File: config.mk
export PLATFORM = sky130hd
export DESIGN_NAME = selective_repeat_receiver_window
export DESIGN_NICKNAME = d
export VERILOG_FILES = /design/src/hdl/srrw_pkg.sv /design/src/hdl/srrw_slot_ram.sv /design/src/hdl/srrw_window_calc.sv /design/src/hdl/selective_repeat_receiver_window.sv
export VERILOG_INCLUDE_DIRS = /design/src /design/src/hdl
export SDC_FILE = /design/constraint.sdc
export NUM_CORES = 2
export LEC_CHECK = 0
export BUFFER_PORTS_ARGS = -buffer_cell sky130_fd_sc_hd__buf_2
export CAP_MARGIN = 15
export CORE_MARGIN = 2
export CORE_UTILIZATION = 60
export DETAILED_ROUTE_END_ITERATION = 6
export HOLD_SLACK_MARGIN = 0.05
export PLACE_DENSITY = 0.77
export SYNTH_ARGS = -nofsm -noshare
export SYNTH_HDL_FRONTEND = slang
export SYNTH_SLANG_ARGS = --single-unit
File: constraint.sdc
create_clock -name clk -period 8.6 [get_ports clk]
set_input_delay 1.29 -clock clk [delete_from_list [all_inputs] [get_ports clk]]
set_output_delay 1.29 -clock clk [all_outputs]
set_load 0.02 [all_outputs]
File: src/hdl/selective_repeat_receiver_window_macros.svh
// Assertion macros used by the receiver window RTL.
`ifndef SELECTIVE_REPEAT_RECEIVER_WINDOW_MACROS_SVH
`define SELECTIVE_REPEAT_RECEIVER_WINDOW_MACROS_SVH

`ifndef ASSERT_OFF
// Same-cycle implication, disabled while reset is asserted.
`define SRRW_ASSERT_IMP(lbl, clk, rst_n, ante, cons, msg) \
  lbl: assert property (@(posedge clk) disable iff (!rst_n) (ante) |-> (cons)) else $error(msg);
// Next-cycle implication, disabled while reset is asserted.
`define SRRW_ASSERT_NXT(lbl, clk, rst_n, ante, cons, msg) \
  lbl: assert property (@(posedge clk) disable iff (!rst_n) (ante) |=> (cons)) else $error(msg);
`else
`define SRRW_ASSERT_IMP(lbl, clk, rst_n, ante, cons, msg)
`define SRRW_ASSERT_NXT(lbl, clk, rst_n, ante, cons, msg)
`endif

`endif

File: src/hdl/srrw_pkg.sv
// Shared types and constants of the selective-repeat receiver window.
package srrw_pkg;

  // Fixed field widths.
  localparam int SEQ_W   = 10;
  localparam int KIND_W  = 2;
  localparam int DATA_W  = 32;
  localparam int WSIZE_W = 6;
  localparam int RANGE_W = 11;
  localparam int CIDX_W  = 1;
  localparam int CDATA_W = 11;

  // Result kinds.
  localparam logic [KIND_W-1:0] KIND_ACK     = 2'd0;
  localparam logic [KIND_W-1:0] KIND_DELIVER = 2'd1;
  localparam logic [KIND_W-1:0] KIND_DONE    = 2'd2;

  // Configuration register indexes.
  localparam logic [CIDX_W-1:0] CFG_IDX_WINDOW = 1'b0;
  localparam logic [CIDX_W-1:0] CFG_IDX_RANGE  = 1'b1;

  // Controller states.
  typedef enum logic [3:0] {
    S_IDLE = 4'b0001,
    S_EVAL = 4'b0010,
    S_ACK  = 4'b0100,
    S_DLV  = 4'b1000
  } state_t;

  // Classification of an arriving packet against the window.
  typedef struct packed {
    logic ignore;
    logic reack;
    logic accept;
  } class_t;

endpackage

File: src/hdl/srrw_slot_ram.sv
// Payload buffer: one write port and one registered read port.
module srrw_slot_ram #(
  parameter int DEPTH = 32,
  parameter int WIDTH = 32,
  parameter int AW    = 5
) (
  input  logic             clk,
  input  logic             wr_en,
  input  logic [AW-1:0]    wr_addr,
  input  logic [WIDTH-1:0] wr_data,
  input  logic [AW-1:0]    rd_addr,
  output logic [WIDTH-1:0] rd_data
);

  logic [WIDTH-1:0] mem [DEPTH];
  logic [WIDTH-1:0] rd_data_r;

  // Write port.
  always_ff @(posedge clk) begin
    if (wr_en) begin
      mem[wr_addr] <= wr_data;
    end
  end

  // Registered read port.
  always_ff @(posedge clk) begin
    rd_data_r <= mem[rd_addr];
  end

  assign rd_data = rd_data_r;

endmodule

File: src/hdl/srrw_window_calc.sv
// Window arithmetic: effective range and window, offset and buffer slot of a packet.
module srrw_window_calc #(
  parameter int MAX_WINDOW    = 32,
  parameter int MAX_SEQ_RANGE = 1024,
  parameter int RW            = 11,
  parameter int IW            = 5
) (
  input  logic [srrw_pkg::SEQ_W-1:0]   seq_i,
  input  logic [RW-1:0]                base_i,
  input  logic [IW-1:0]                head_i,
  input  logic [srrw_pkg::WSIZE_W-1:0] wsize_i,
  input  logic [srrw_pkg::RANGE_W-1:0] range_i,
  output srrw_pkg::class_t             cls_o,
  output logic [IW-1:0]                phys_o,
  output logic [RW-1:0]                range_eff_o
);
  import srrw_pkg::*;

  localparam int PW = IW + 1;

  logic [RW-1:0] r_raw;
  logic [RW-1:0] r_eff;
  logic [RW-1:0] half;
  logic [RW-1:0] cap;
  logic [RW-1:0] ws;
  logic [RW-1:0] w_eff;
  logic [RW-1:0] seq;
  logic [RW-1:0] diff;
  logic [RW-1:0] d;
  logic          out_of_range;
  logic          in_win;
  logic          behind;
  logic [PW-1:0] sum;

  // Saturate the range and the window size.
  always_comb begin
    r_raw = RW'(range_i);
    if (r_raw < RW'(2)) begin
      r_eff = RW'(2);
    end else if (r_raw > RW'(MAX_SEQ_RANGE)) begin
      r_eff = RW'(MAX_SEQ_RANGE);
    end else begin
      r_eff = r_raw;
    end
    half = r_eff >> 1;
    cap  = (half < RW'(MAX_WINDOW)) ? half : RW'(MAX_WINDOW);
    ws   = RW'(wsize_i);
    if (ws == '0) begin
      w_eff = RW'(1);
    end else if (ws > cap) begin
      w_eff = cap;
    end else begin
      w_eff = ws;
    end
  end

  // Offset of the packet from the window base, modulo the range.
  always_comb begin
    seq          = RW'(seq_i);
    out_of_range = (seq >= r_eff);
    diff         = seq - base_i;
    d            = (seq >= base_i) ? diff : diff + r_eff;
    in_win       = (d < w_eff);
    behind       = (d >= r_eff - w_eff);
  end

  // Classify the packet.
  always_comb begin
    cls_o.accept = !out_of_range && in_win;
    cls_o.reack  = !out_of_range && !in_win && behind;
    cls_o.ignore = out_of_range || (!in_win && !behind);
  end

  // Circular buffer slot of the packet: head plus offset, wrapped once.
  always_comb begin
    sum = PW'(head_i) + PW'(d);
    if (sum >= PW'(MAX_WINDOW)) begin
      phys_o = IW'(sum - PW'(MAX_WINDOW));
    end else begin
      phys_o = IW'(sum);
    end
  end

  assign range_eff_o = r_eff;

endmodule

File: src/hdl/selective_repeat_receiver_window.sv
// An accepted packet is evaluated, then its acknowledgement is loaded into the output register.
// Deliveries follow the acknowledgement at one per cycle while the output is free.
// A new packet is taken only in idle, after the evaluate, acknowledge and delivery steps of the
// last (an ignored one skips acknowledge and delivery); input after done is taken and dropped.
// Reset is synchronous: window, received marks and done flag clear at once,
// registers return to window 20 and range 80; the payload buffer is not cleared.
`include "selective_repeat_receiver_window_macros.svh"

module selective_repeat_receiver_window #(
  parameter int MAX_WINDOW    = 32,
  parameter int MAX_SEQ_RANGE = 1024,
  parameter int PAYLOAD_BITS  = 32
) (
  input  logic                         clk,
  input  logic                         rst_n,
  // Input packets
  input  logic                         in_valid,
  output logic                         in_stall,
  input  logic [srrw_pkg::SEQ_W-1:0]   in_seq_num,
  input  logic [PAYLOAD_BITS-1:0]      in_payload,
  input  logic                         in_is_final,
  // Results
  output logic                         out_valid,
  input  logic                         out_stall,
  output logic [srrw_pkg::KIND_W-1:0]  out_result_kind,
  output logic [srrw_pkg::SEQ_W-1:0]   out_result_seq,
  output logic [srrw_pkg::DATA_W-1:0]  out_result_data,
  output logic                         out_last,
  // Configuration writes
  input  logic                         cfg_valid,
  output logic                         cfg_ready,
  input  logic [srrw_pkg::CIDX_W-1:0]  cfg_index,
  input  logic [srrw_pkg::CDATA_W-1:0] cfg_data
);
  import srrw_pkg::*;

  localparam int RW = ($clog2(MAX_SEQ_RANGE + 1) > RANGE_W) ?
                      $clog2(MAX_SEQ_RANGE + 1) : RANGE_W;
  localparam int IW = (MAX_WINDOW > 1) ? $clog2(MAX_WINDOW) : 1;

  state_t                  state_r;
  state_t                  state_nxt;
  logic [SEQ_W-1:0]        seq_r;
  logic [PAYLOAD_BITS-1:0] pay_r;
  logic                    fin_r;
  logic [RW-1:0]           base_r;
  logic [IW-1:0]           head_r;
  logic [MAX_WINDOW-1:0]   rcv_r;
  logic                    done_r;
  logic [WSIZE_W-1:0]      wsize_r;
  logic [RANGE_W-1:0]      range_r;
  logic [KIND_W-1:0]       pend_kind_r;
  logic [SEQ_W-1:0]        pend_seq_r;
  logic                    out_valid_r;
  logic [KIND_W-1:0]       out_kind_r;
  logic [SEQ_W-1:0]        out_seq_r;
  logic [DATA_W-1:0]       out_data_r;
  logic                    out_last_r;

  class_t                  cls;
  logic [IW-1:0]           phys;
  logic [RW-1:0]           range_eff;
  logic [IW-1:0]           head_inc;
  logic [RW-1:0]           base_inc;
  logic                    next_rcv;
  logic                    can_load;
  logic                    in_xfer;
  logic                    cfg_xfer;
  logic                    mem_we;
  logic [IW-1:0]           rd_addr;
  logic [PAYLOAD_BITS-1:0] rd_data;

  // Window arithmetic on the latched packet.
  srrw_window_calc #(
    .MAX_WINDOW   (MAX_WINDOW),
    .MAX_SEQ_RANGE(MAX_SEQ_RANGE),
    .RW           (RW),
    .IW           (IW)
  ) u_calc (
    .seq_i      (seq_r),
    .base_i     (base_r),
    .head_i     (head_r),
    .wsize_i    (wsize_r),
    .range_i    (range_r),
    .cls_o      (cls),
    .phys_o     (phys),
    .range_eff_o(range_eff)
  );

  // Payload buffer, indexed by circular slot.
  srrw_slot_ram #(
    .DEPTH(MAX_WINDOW),
    .WIDTH(PAYLOAD_BITS),
    .AW   (IW)
  ) u_ram (
    .clk    (clk),
    .wr_en  (mem_we),
    .wr_addr(phys),
    .wr_data(pay_r),
    .rd_addr(rd_addr),
    .rd_data(rd_data)
  );

  // Handshakes.
  assign in_stall  = (state_r != S_IDLE);
  assign in_xfer   = in_valid && !in_stall;
  assign cfg_ready = 1'b1;
  assign cfg_xfer  = cfg_valid && cfg_ready;
  assign can_load  = !out_valid_r || !out_stall;

  // Slot and sequence number that follow the window base.
  assign head_inc = (head_r == IW'(MAX_WINDOW - 1)) ? '0 : head_r + 1'b1;
  assign base_inc = ((base_r + RW'(1)) == range_eff) ? '0 : base_r + RW'(1);
  assign next_rcv = rcv_r[head_inc] && (head_inc != head_r);

  // A new packet is stored only in a slot that holds nothing yet.
  assign mem_we = (state_r == S_EVAL) && !fin_r && cls.accept && !rcv_r[phys];

  // The read runs one slot ahead while deliveries stream out.
  assign rd_addr = ((state_r == S_DLV) && can_load) ? head_inc : head_r;

  // Next state.
  always_comb begin
    state_nxt = state_r;
    case (state_r)
      S_IDLE: begin
        if (in_xfer && !done_r) begin
          state_nxt = S_EVAL;
        end
      end
      S_EVAL: begin
        state_nxt = (fin_r || !cls.ignore) ? S_ACK : S_IDLE;
      end
      S_ACK: begin
        if (can_load) begin
          state_nxt = rcv_r[head_r] ? S_DLV : S_IDLE;
        end
      end
      S_DLV: begin
        if (can_load && !next_rcv) begin
          state_nxt = S_IDLE;
        end
      end
      default: begin
        state_nxt = S_IDLE;
      end
    endcase
  end

  always_ff @(posedge clk) begin
    if (!rst_n) begin
      state_r <= S_IDLE;
    end else begin
      state_r <= state_nxt;
    end
  end

  // Latch the accepted packet.
  always_ff @(posedge clk) begin
    if (in_xfer) begin
      seq_r <= in_seq_num;
      pay_r <= in_payload;
      fin_r <= in_is_final;
    end
  end

  // Configuration registers.
  always_ff @(posedge clk) begin
    if (!rst_n) begin
      wsize_r <= WSIZE_W'(20);
      range_r <= RANGE_W'(80);
    end else if (cfg_xfer) begin
      case (cfg_index)
        CFG_IDX_WINDOW: wsize_r <= cfg_data[WSIZE_W-1:0];
        CFG_IDX_RANGE:  range_r <= cfg_data;
        default:        ;
      endcase
    end
  end

  // Window state: base, head slot, received marks and done flag.
  always_ff @(posedge clk) begin
    if (!rst_n) begin
      base_r <= '0;
      head_r <= '0;
      rcv_r  <= '0;
      done_r <= 1'b0;
    end else begin
      if ((state_r == S_EVAL) && fin_r) begin
        done_r <= 1'b1;
      end
      if ((state_r == S_EVAL) && !fin_r && cls.accept) begin
        rcv_r[phys] <= 1'b1;
      end
      if ((state_r == S_DLV) && can_load) begin
        rcv_r[head_r] <= 1'b0;
        head_r        <= head_inc;
        base_r        <= base_inc;
      end
      if (cfg_xfer && (cfg_index == CFG_IDX_RANGE)) begin
        base_r <= '0;
        rcv_r  <= '0;
      end
    end
  end

  // Result held between evaluation and the acknowledgement transfer.
  always_ff @(posedge clk) begin
    if (state_r == S_EVAL) begin
      pend_kind_r <= fin_r ? KIND_DONE : KIND_ACK;
      pend_seq_r  <= fin_r ? '0 : seq_r;
    end
  end

  // Output register.
  always_ff @(posedge clk) begin
    if (!rst_n) begin
      out_valid_r <= 1'b0;
    end else if (can_load && (state_r == S_ACK)) begin
      out_valid_r <= 1'b1;
    end else if (can_load && (state_r == S_DLV)) begin
      out_valid_r <= 1'b1;
    end else if (!out_stall) begin
      out_valid_r <= 1'b0;
    end
  end

  always_ff @(posedge clk) begin
    if (can_load && (state_r == S_ACK)) begin
      out_kind_r <= pend_kind_r;
      out_seq_r  <= pend_seq_r;
      out_data_r <= '0;
      out_last_r <= !rcv_r[head_r];
    end else if (can_load && (state_r == S_DLV)) begin
      out_kind_r <= KIND_DELIVER;
      out_seq_r  <= SEQ_W'(base_r);
      out_data_r <= DATA_W'(rd_data);
      out_last_r <= !next_rcv;
    end
  end

  assign out_valid       = out_valid_r;
  assign out_result_kind = out_kind_r;
  assign out_result_seq  = out_seq_r;
  assign out_result_data = out_data_r;
  assign out_last        = out_last_r;

  // Checks on the window bookkeeping.
  `SRRW_ASSERT_IMP(a_idle_head_empty, clk, rst_n, state_r == S_IDLE, !rcv_r[head_r], "slot at window base marked while idle")
  `SRRW_ASSERT_IMP(a_dlv_marked, clk, rst_n, state_r == S_DLV, rcv_r[head_r], "delivery from an unmarked slot")
  `SRRW_ASSERT_IMP(a_base_in_range, clk, rst_n, state_r == S_IDLE, base_r < range_eff, "window base outside the range")
  `SRRW_ASSERT_NXT(a_done_sticky, clk, rst_n, done_r, done_r, "done flag cleared without reset")
  `SRRW_ASSERT_NXT(a_done_no_eval, clk, rst_n, done_r && (state_r == S_IDLE), state_r != S_EVAL, "packet evaluated after done")

endmodule

# [Word level (Yosys, flattened, before mapping)]
# Memory sizes are Yosys's and may differ from the RTL's. A register that Yosys moved wholly into a read port is not among the register bits.
# Cells that the tools add are included.
[classes] n_reduce_logical=36 bitwise=5 n_lt_le_gt_ge=14 mux=41 n_eq_ne=12 addsub=7
[ops] op="$mux W32" n=3
[ops] op="$mux W11" n=6
[ops] op="$and A32 B32 Y32" n=1
[ops] op="$not A32 Y32" n=1
[ops] op="$or A32 B32 Y32" n=1
[ops] op="$mux W10" n=3
[ops] op="$ge A10 B11 Y1" n=2
[ops] op="$lt A5 B6 Y1 const B" n=3
[ops] op="$mux W4" n=4
[ops] op="$pmux W4 S4" n=1
[ops] op="$bmux W1 S5" n=3
[ops] op="$logic_and A1 B1 Y1" n=15
[ops] op="$mux W5" n=3
[ops] op="$logic_not A1 Y1" n=12
[ops] op="$mux W1" n=12
[ops] op="$add A11 B1 Y11 const B" n=1
[ops] op="$add A11 B11 Y11" n=1
[ops] op="$eq A11 B11 Y1" n=1
[ops] op="$ge A11 B11 Y1" n=1
[ops] op="$gt A11 B11 Y1 const B" n=1
[ops] op="$gt A6 B11 Y1" n=1
[ops] op="$lt A11 B11 Y1" n=1
[ops] op="$lt A11 B2 Y1 const B" n=1
[ops] op="$sub A10 B11 Y11" n=1
[ops] op="other kinds (26)" n=36
[word_totals] ramBits=1024 regBits=171 word_cells=133 memories=1 inputBits=60
[memory_table] memory="u_ram.mem" words=32 width=32 rd=1 rd_clocked_by_memory_dff=1 wr=1 line="srrw_slot_ram.sv:15" rtl="logic [WIDTH-1:0] mem [DEPTH];"

# [Logic depth before layout (Yosys ltp)]
[depth] word_depth=17 depth_mapped=28

# [Modules after synthesis]
# From an unflattened synthesis, not the netlist that was laid out.
[unflattened] cells_unflattened=3363 hier_area_um2=50718.6
[modules_own_cells] module="srrw_slot_ram" n_inst=1 cells_per_inst=2260 area_per_inst_um2=40487.6 seq_area_each_um2=31390.1
[modules_own_cells] module="selective_repeat_receiver_window" n_inst=1 cells_per_inst=740 area_per_inst_um2=7569.8 seq_area_each_um2=4073.9
[modules_own_cells] module="srrw_window_calc" n_inst=1 cells_per_inst=363 area_per_inst_um2=2661.3 seq_area_each_um2=0.0

# [Worst setup path after synthesis]
# No wires, ideal clock.
[synth_timing] path_type="register to register" start="register range_r[10]" end="memory u_ram.mem[0][0] (enable)" setup_slack_ps=1374 synth_period_minus_slack_ps=7226 n_path_buf=4 stages_incl_launch_ff=18 arrival_ps=6765 cell_sequence="dfxtp_1 -> clkbuf_1 -> clkbuf_1 -> nand3b_1 -> inv_1 -> ha_1 -> inv_1 -> fa_1 -> o21ai_0 -> inv_1 -> fa_1 -> buf_2 -> mux4_2 -> mux4_2 -> nor3_1 -> o2111ai_1 -> buf_2 -> nor3_1"
[synth_between] elab_chain_len=14 elab_cells_between_ends=26 classes_between="add/sub: 3; order compare: 7; mux: 11; reduce/logical: 5"
[synth_rtl] item="start, declared" line="selective_repeat_receiver_window.sv:51" rtl="logic [RANGE_W-1:0] range_r;"
[synth_rtl] item="start signal, assigned" line="selective_repeat_receiver_window.sv:175" rtl="CFG_IDX_RANGE: range_r <= cfg_data;"
[synth_rtl] item="$gt A11 B11 Y1" line="srrw_window_calc.sv:40" rtl="end else if (r_raw > RW'(MAX_SEQ_RANGE)) begin"
[synth_rtl] item="$mux W11" line="srrw_window_calc.sv:40"
[synth_rtl] item="$mux W11 (*)" line="srrw_window_calc.sv:38" rtl="if (r_raw < RW'(2)) begin"
[synth_rtl] item="$add A11 B11 Y11 or $lt A10 B6 Y1 (tied branches)" line="srrw_window_calc.sv:62, srrw_window_calc.sv:46"
[synth_rtl] item="$mux W11 or $mux W10 (tied branches)" line="srrw_window_calc.sv:62, srrw_window_calc.sv:46"
[synth_rtl] item="$add A5 B6 Y6 or $gt A6 B11 Y1 (tied branches)" line="srrw_window_calc.sv:76, srrw_window_calc.sv:50"
[synth_rtl] item="$sub A5 B1 Y5, or another cell as far along" line="srrw_window_calc.sv:78" rtl="phys_o = IW'(sum - PW'(MAX_WINDOW));"
[synth_rtl] item="$mux W5 or $mux W11 (tied branches)" line="srrw_window_calc.sv:77, srrw_window_calc.sv:48"
[synth_rtl] item="$bmux W1 S5 or $lt A11 B11 Y1 (tied branches)" line="selective_repeat_receiver_window.sv:117, srrw_window_calc.sv:63"
[synth_rtl] item="$mux W1 (implied by the code) or $logic_and A1 B1 Y1 (tied branches)" line="selective_repeat_receiver_window.sv:117, srrw_window_calc.sv:69"
[synth_rtl] item="$logic_not A1 Y1 or $logic_and A1 B1 Y1 (tied branches)" line="selective_repeat_receiver_window.sv:117" rtl="assign mem_we = (state_r == S_EVAL) && !fin_r && cls.accept && !rcv_r[phys];"
[synth_rtl] item="$logic_and A1 B1 Y1" line="selective_repeat_receiver_window.sv:117"
[synth_rtl] item="$mux W1" line="srrw_slot_ram.sv:20" rtl="if (wr_en) begin"
[synth_rtl] item="$mux W1 (implied by the code)" line="srrw_slot_ram.sv:21" rtl="mem[wr_addr] <= wr_data;"
[synth_rtl] item="end, declared" line="srrw_slot_ram.sv:15"
# Mark *: on every way between the ends. The rest lies on a longest branch, timed or not. The select of a mux whose other input is x is not followed.

# [Worst setup path after layout]
[layout_timing] start="register range_r[3]" end="memory u_ram.mem[10][10] (enable)"
# Same word-level chain as after synthesis.

==> results.txt <==
* Result of the run: complete, but fails checks
* Violations in the final reports: design-rule violations
- Using the TritonRoute via totals, the vias-per-cell ratio works out to 6.305.
- Worst reg2reg setup slack: 1.57 ns
- In this run the static leakage power is 20.71 nW.
- For the worst-skew pair, the clock arrives at the later sink with an insertion delay of 0.72 ns.
- Internal power comes to 10.10 mW.
* Max-capacitance violation count: 0
- Of the cells placed in the final design, the portion with a size suffix greater than 1 is 11.17%.
- Summing the areas of all compound-gate instances in the mapped netlist gives 8.868% of the synthesized area.
* WHS Path Cells: 2
- Setup repair after global routing missed its margin: no
* Clock share of power: 38.6%
* Number of hold buffers added after CTS: 0
* Number of synthesized register bits: 1226
* Pre-CTS WS: 1.608 ns
- Sw Share: 23.98%
- The final number of max-transition violations is 0.
- Area used by multi-input combinational logic: 14690 µm²
* Worst-path clk slew: 0.06 ns
- Detailed placer's ending HPWL: 78.03 mm
* Inserted Clock Buffers: 118
- TritonCTS clock tree: built
- TNS Setup: 0 ns
- In this run the critical register-to-register path is launched from range_r[3].
* P_sw: 3.186 mW
- Core Region: 85010 µm²
- Number of nets in the layout: 4364
- Crit end category: register
* Worst min-delay path startpoint: u_ram.rd_data[21]
- Slew at the pin with the worst max-slew slack: 1.262 ns
- Final worst path period share: 81.76%
* Post-synthesis area per instance: 12.41 µm²
- In this run the power density over the cells is 231.3 nW/µm².
- Post-Route Hold Slack: 0.4371 ns
* Xor and xnor area share after synthesis: 0.7991%
* Part of the power in registers: 52.5%
- Entering global routing, the biggest net connects 192 pins.
- Fmax achieved: 142.2 MHz
- Cell area after placement: 53360 µm²
- At the worst endpoint, the arrival time is 7.36 ns.
* Layout Area Growth over Synthesis: 11.83%
* YS warnings: 0
* Clock skew: 0.03411 ns
* Floorplan die width: 296.6 µm
- FF+latch area: 35460 µm²
- After synthesis, the largest family of logic cells by area is simple AND/OR/NAND/NOR gates.
* Number of cells on the worst reg-to-reg path: 17
- At the worst endpoint, the required time is 8.93 ns.
- TritonCTS sink count: 1226
- The tree is rooted in a sky130_fd_sc_hd__clkbuf_16.
- Slack of the critical path: 1.568 ns
* Total of cells resized after clock tree synthesis: 0
- Row generation in the floorplan step produced 107 rows.
* Relative contribution of combinational cells to total power: 8.8%
- Before antenna repair, the detailed router went through 7 iterations.
- Setup violations remaining at the end of the flow were counted as 0.
- Highest-count cells in the layout ignoring fill and taps: 1189 x sky130_fd_sc_hd__nand2_1, 1091 x sky130_fd_sc_hd__edfxtp_1, 232 x sky130_fd_sc_hd__and3_1
- DR WL/cell: 24.61 µm
- Total grt overflow: 0
- Tot Pwr: 13.29 mW
* Worst hold path endpoint: out_result_data[21]
- The mapped netlist covers 51360 µm².
- Top Ports: 108
- Number of distinct library cell variants in the gate-level netlist after synthesis: 71
* Post-CTS Setup Repair Bufs: 0
- Violation count after the first detailed-route iteration: 4381
* Final worst path period need: 7.032 ns
* DR DRC count: 1
- The first global-routing pass estimated 201.2 mm of wire.
- Most common library cell in the layout ignoring fill and taps: sky130_fd_sc_hd__nand2_1
* Path type of the worst setup path: reg2reg
* Slew headroom: 15.89%
- Multiplexer cells account for 1.481% of the synthesized area.
* Tot GR Track Use: 30.60%
- Classification of the worst-slack hold path: reg2reg
* Capture instance of the worst register-to-register path: u_ram.mem[10][10]
* H-tree depth: 3
- Proportion of synthesized chip area in sequential cells: 69.06%
- During placement, the flow inserted port buffers numbering 106.
* Peak fanout along the critical path: 32
* Kind of launch point of the worst setup path: register
- Prevailing post-synth register cell: sky130_fd_sc_hd__edfxtp_1
- IR analysis of the VDD net gives a maximum drop of 0.2125 mV.
- In this run the worst setup path begins at range_r[3].
- 0 antenna diodes ended up in the layout.
- Synthesis produced 4139 cells.
- No sink is reached through more buffers than the 3 on the longest clock path.
- FFs w/ async S/R, synth: 0%
* Filler cells: 5771
- Die height: 296.6 µm
* Via count of the routed design: 34480
- For this configuration, the core starts out at a cell density of 60.41%.
- Count of final hold-check violations: 0
- Simple-Gate Fraction of Synth Area: 14.90%
- Post-Synth Adder-Cell Area: 2.008%
- The congestion estimate from routability-driven global placement came to 0.9065.
* Final Routed Wirelength: 134.6 mm
* Design area: 57430 µm²
* Number of global-route vias before repair: 32640
* Post-detailed-route count of antenna-violating nets: 0
- Number of enable-type register cells in the synthesized netlist: 1091
- The die covers 87950 µm².
- The initial antenna violation count is 3.
-- power by group through the flow --
stage	sequential [mW]	clock [mW]	combinational, mW
2_1_floorplan	7.10	0	0.631
3_3_place_gp	7.15	0	1.04
3_5_place_dp	7.15	0	1.07
4_1_cts	7.03	5.17	1.07
5_1_grt	6.99	5.39	1.29
6_report	6.98	5.13	1.18
-- layer usage --
metal	vias up	track usage, %	part of all wire (%)
met2	1878	48.45	47
met5	-	0	0.0097
li1	15410	-	-
met4	2	11.46	3.9
met3	290	4.632	9.5
met1	16900	43.41	40
-- kinds of logic (layout without fill, tap and decap cells) --
family | count (synthesis) | count (layout)
buf+inv | 345 | 523
simple gates | 1736 | 1736
mux | 42 | 42
xor+xnor | 46 | 46
fa+ha+maj | 80 | 80
flops | 1226 | 1226
compound gates | 663 | 663
other cells | 1 | 9
-- critical path, stage by stage, from the launching register on --
cell and delay, ns:
sky130_fd_sc_hd__dfxtp_1 0.36, sky130_fd_sc_hd__nor4_1 0.53, sky130_fd_sc_hd__nand3b_1 0.22, sky130_fd_sc_hd__nand3b_1 0.22
sky130_fd_sc_hd__inv_1 0.09, sky130_fd_sc_hd__ha_1 0.20, sky130_fd_sc_hd__inv_1 0.08, sky130_fd_sc_hd__fa_1 0.39
sky130_fd_sc_hd__o21ai_0 0.51, sky130_fd_sc_hd__inv_1 0.13, sky130_fd_sc_hd__fa_1 0.94, sky130_fd_sc_hd__mux4_2 0.60
sky130_fd_sc_hd__mux4_2 0.48, sky130_fd_sc_hd__nor3_1 0.28, sky130_fd_sc_hd__o2111ai_4 0.45, sky130_fd_sc_hd__buf_4 0.40
sky130_fd_sc_hd__nor3_2 0.21, sky130_fd_sc_hd__buf_4 0.56
-- how the worst max path moves through the flow --
stage | to | slack (ns)
floorplan | u_ram.mem[0][0] | 1.37
global placement | u_ram.mem[10][8] | 1.83
detailed placement | u_ram.mem[10][17] | 1.61
CTS | u_ram.mem[10][15] | 1.59
global route | u_ram.mem[10][20] | 1.15
finish | u_ram.mem[10][10] | 1.57
-- cell usage after synthesis, types with 4 or more instances --
master,count,area share [%]
sky130_fd_sc_hd__dfxtp_1,135,5.3
sky130_fd_sc_hd__nor2b_1,24,0.29
sky130_fd_sc_hd__and2_1,9,0.11
sky130_fd_sc_hd__buf_1,21,0.15
sky130_fd_sc_hd__nand3_1,86,0.84
sky130_fd_sc_hd__buf_6,4,0.088
sky130_fd_sc_hd__nand4_1,5,0.061
sky130_fd_sc_hd__nor4_1,41,0.50
sky130_fd_sc_hd__inv_1,83,0.61
sky130_fd_sc_hd__nand3b_1,5,0.073
sky130_fd_sc_hd__a311oi_1,161,2.7
sky130_fd_sc_hd__nand2_1,1193,8.7
sky130_fd_sc_hd__ha_1,76,1.9
sky130_fd_sc_hd__a31oi_1,99,1.2
sky130_fd_sc_hd__xor2_1,14,0.24
sky130_fd_sc_hd__o21a_1,10,0.15
sky130_fd_sc_hd__a21boi_0,14,0.20
sky130_fd_sc_hd__fa_1,4,0.16
sky130_fd_sc_hd__buf_4,18,0.26
sky130_fd_sc_hd__edfxtp_1,1091,64
sky130_fd_sc_hd__a21oi_1,137,1.3
sky130_fd_sc_hd__nand2b_1,23,0.28
sky130_fd_sc_hd__buf_2,71,0.69
sky130_fd_sc_hd__and3_1,232,2.8
sky130_fd_sc_hd__mux4_2,27,1.2
sky130_fd_sc_hd__clkbuf_1,147,1.1
sky130_fd_sc_hd__o21ai_0,82,0.80
sky130_fd_sc_hd__mux2i_1,13,0.25
sky130_fd_sc_hd__a211oi_1,103,1.5
sky130_fd_sc_hd__a21o_1,22,0.32
sky130_fd_sc_hd__nor3_1,51,0.50
sky130_fd_sc_hd__xnor2_1,31,0.53
sky130_fd_sc_hd__nor2_1,48,0.35
sky130_fd_sc_hd__o21bai_1,5,0.073
-- through the flow --
step                std cells  utilization, %
global route             5469           67.56
detailed placement       5241           62.77
floorplan                4147               -
global placement         5240           62.74
finish                   5469           67.56
CTS                      5462           67.35
-- flip-flops by register name, indices dropped and copies added (netlist names) --
register,cells
pend_seq_r,10
state_r,4
out_result_seq,10
pend_kind_r,1
out_result_data,32
out_result_kind,2
done_r,1
head_r,5
range_r,11
wsize_r,6
fin_r,1
seq_r,10
u_ram.rd_data,32
out_valid,1
pay_r,32
u_ram.mem,1024
out_last,1
base_r,11
rcv_r,32
-- cell type report --
class | instances | share of cell area [%]
clock inverter | 58 | 0.9978
sequential | 1226 | 61.75
multi-input combinational | 2576 | 25.58
inverter | 84 | 0.5490
tap | 1144 | 2.492
clock buffer | 163 | 5.773
timing repair buffer | 218 | 2.863
Note: power is estimated with default switching activity, not from simulation.
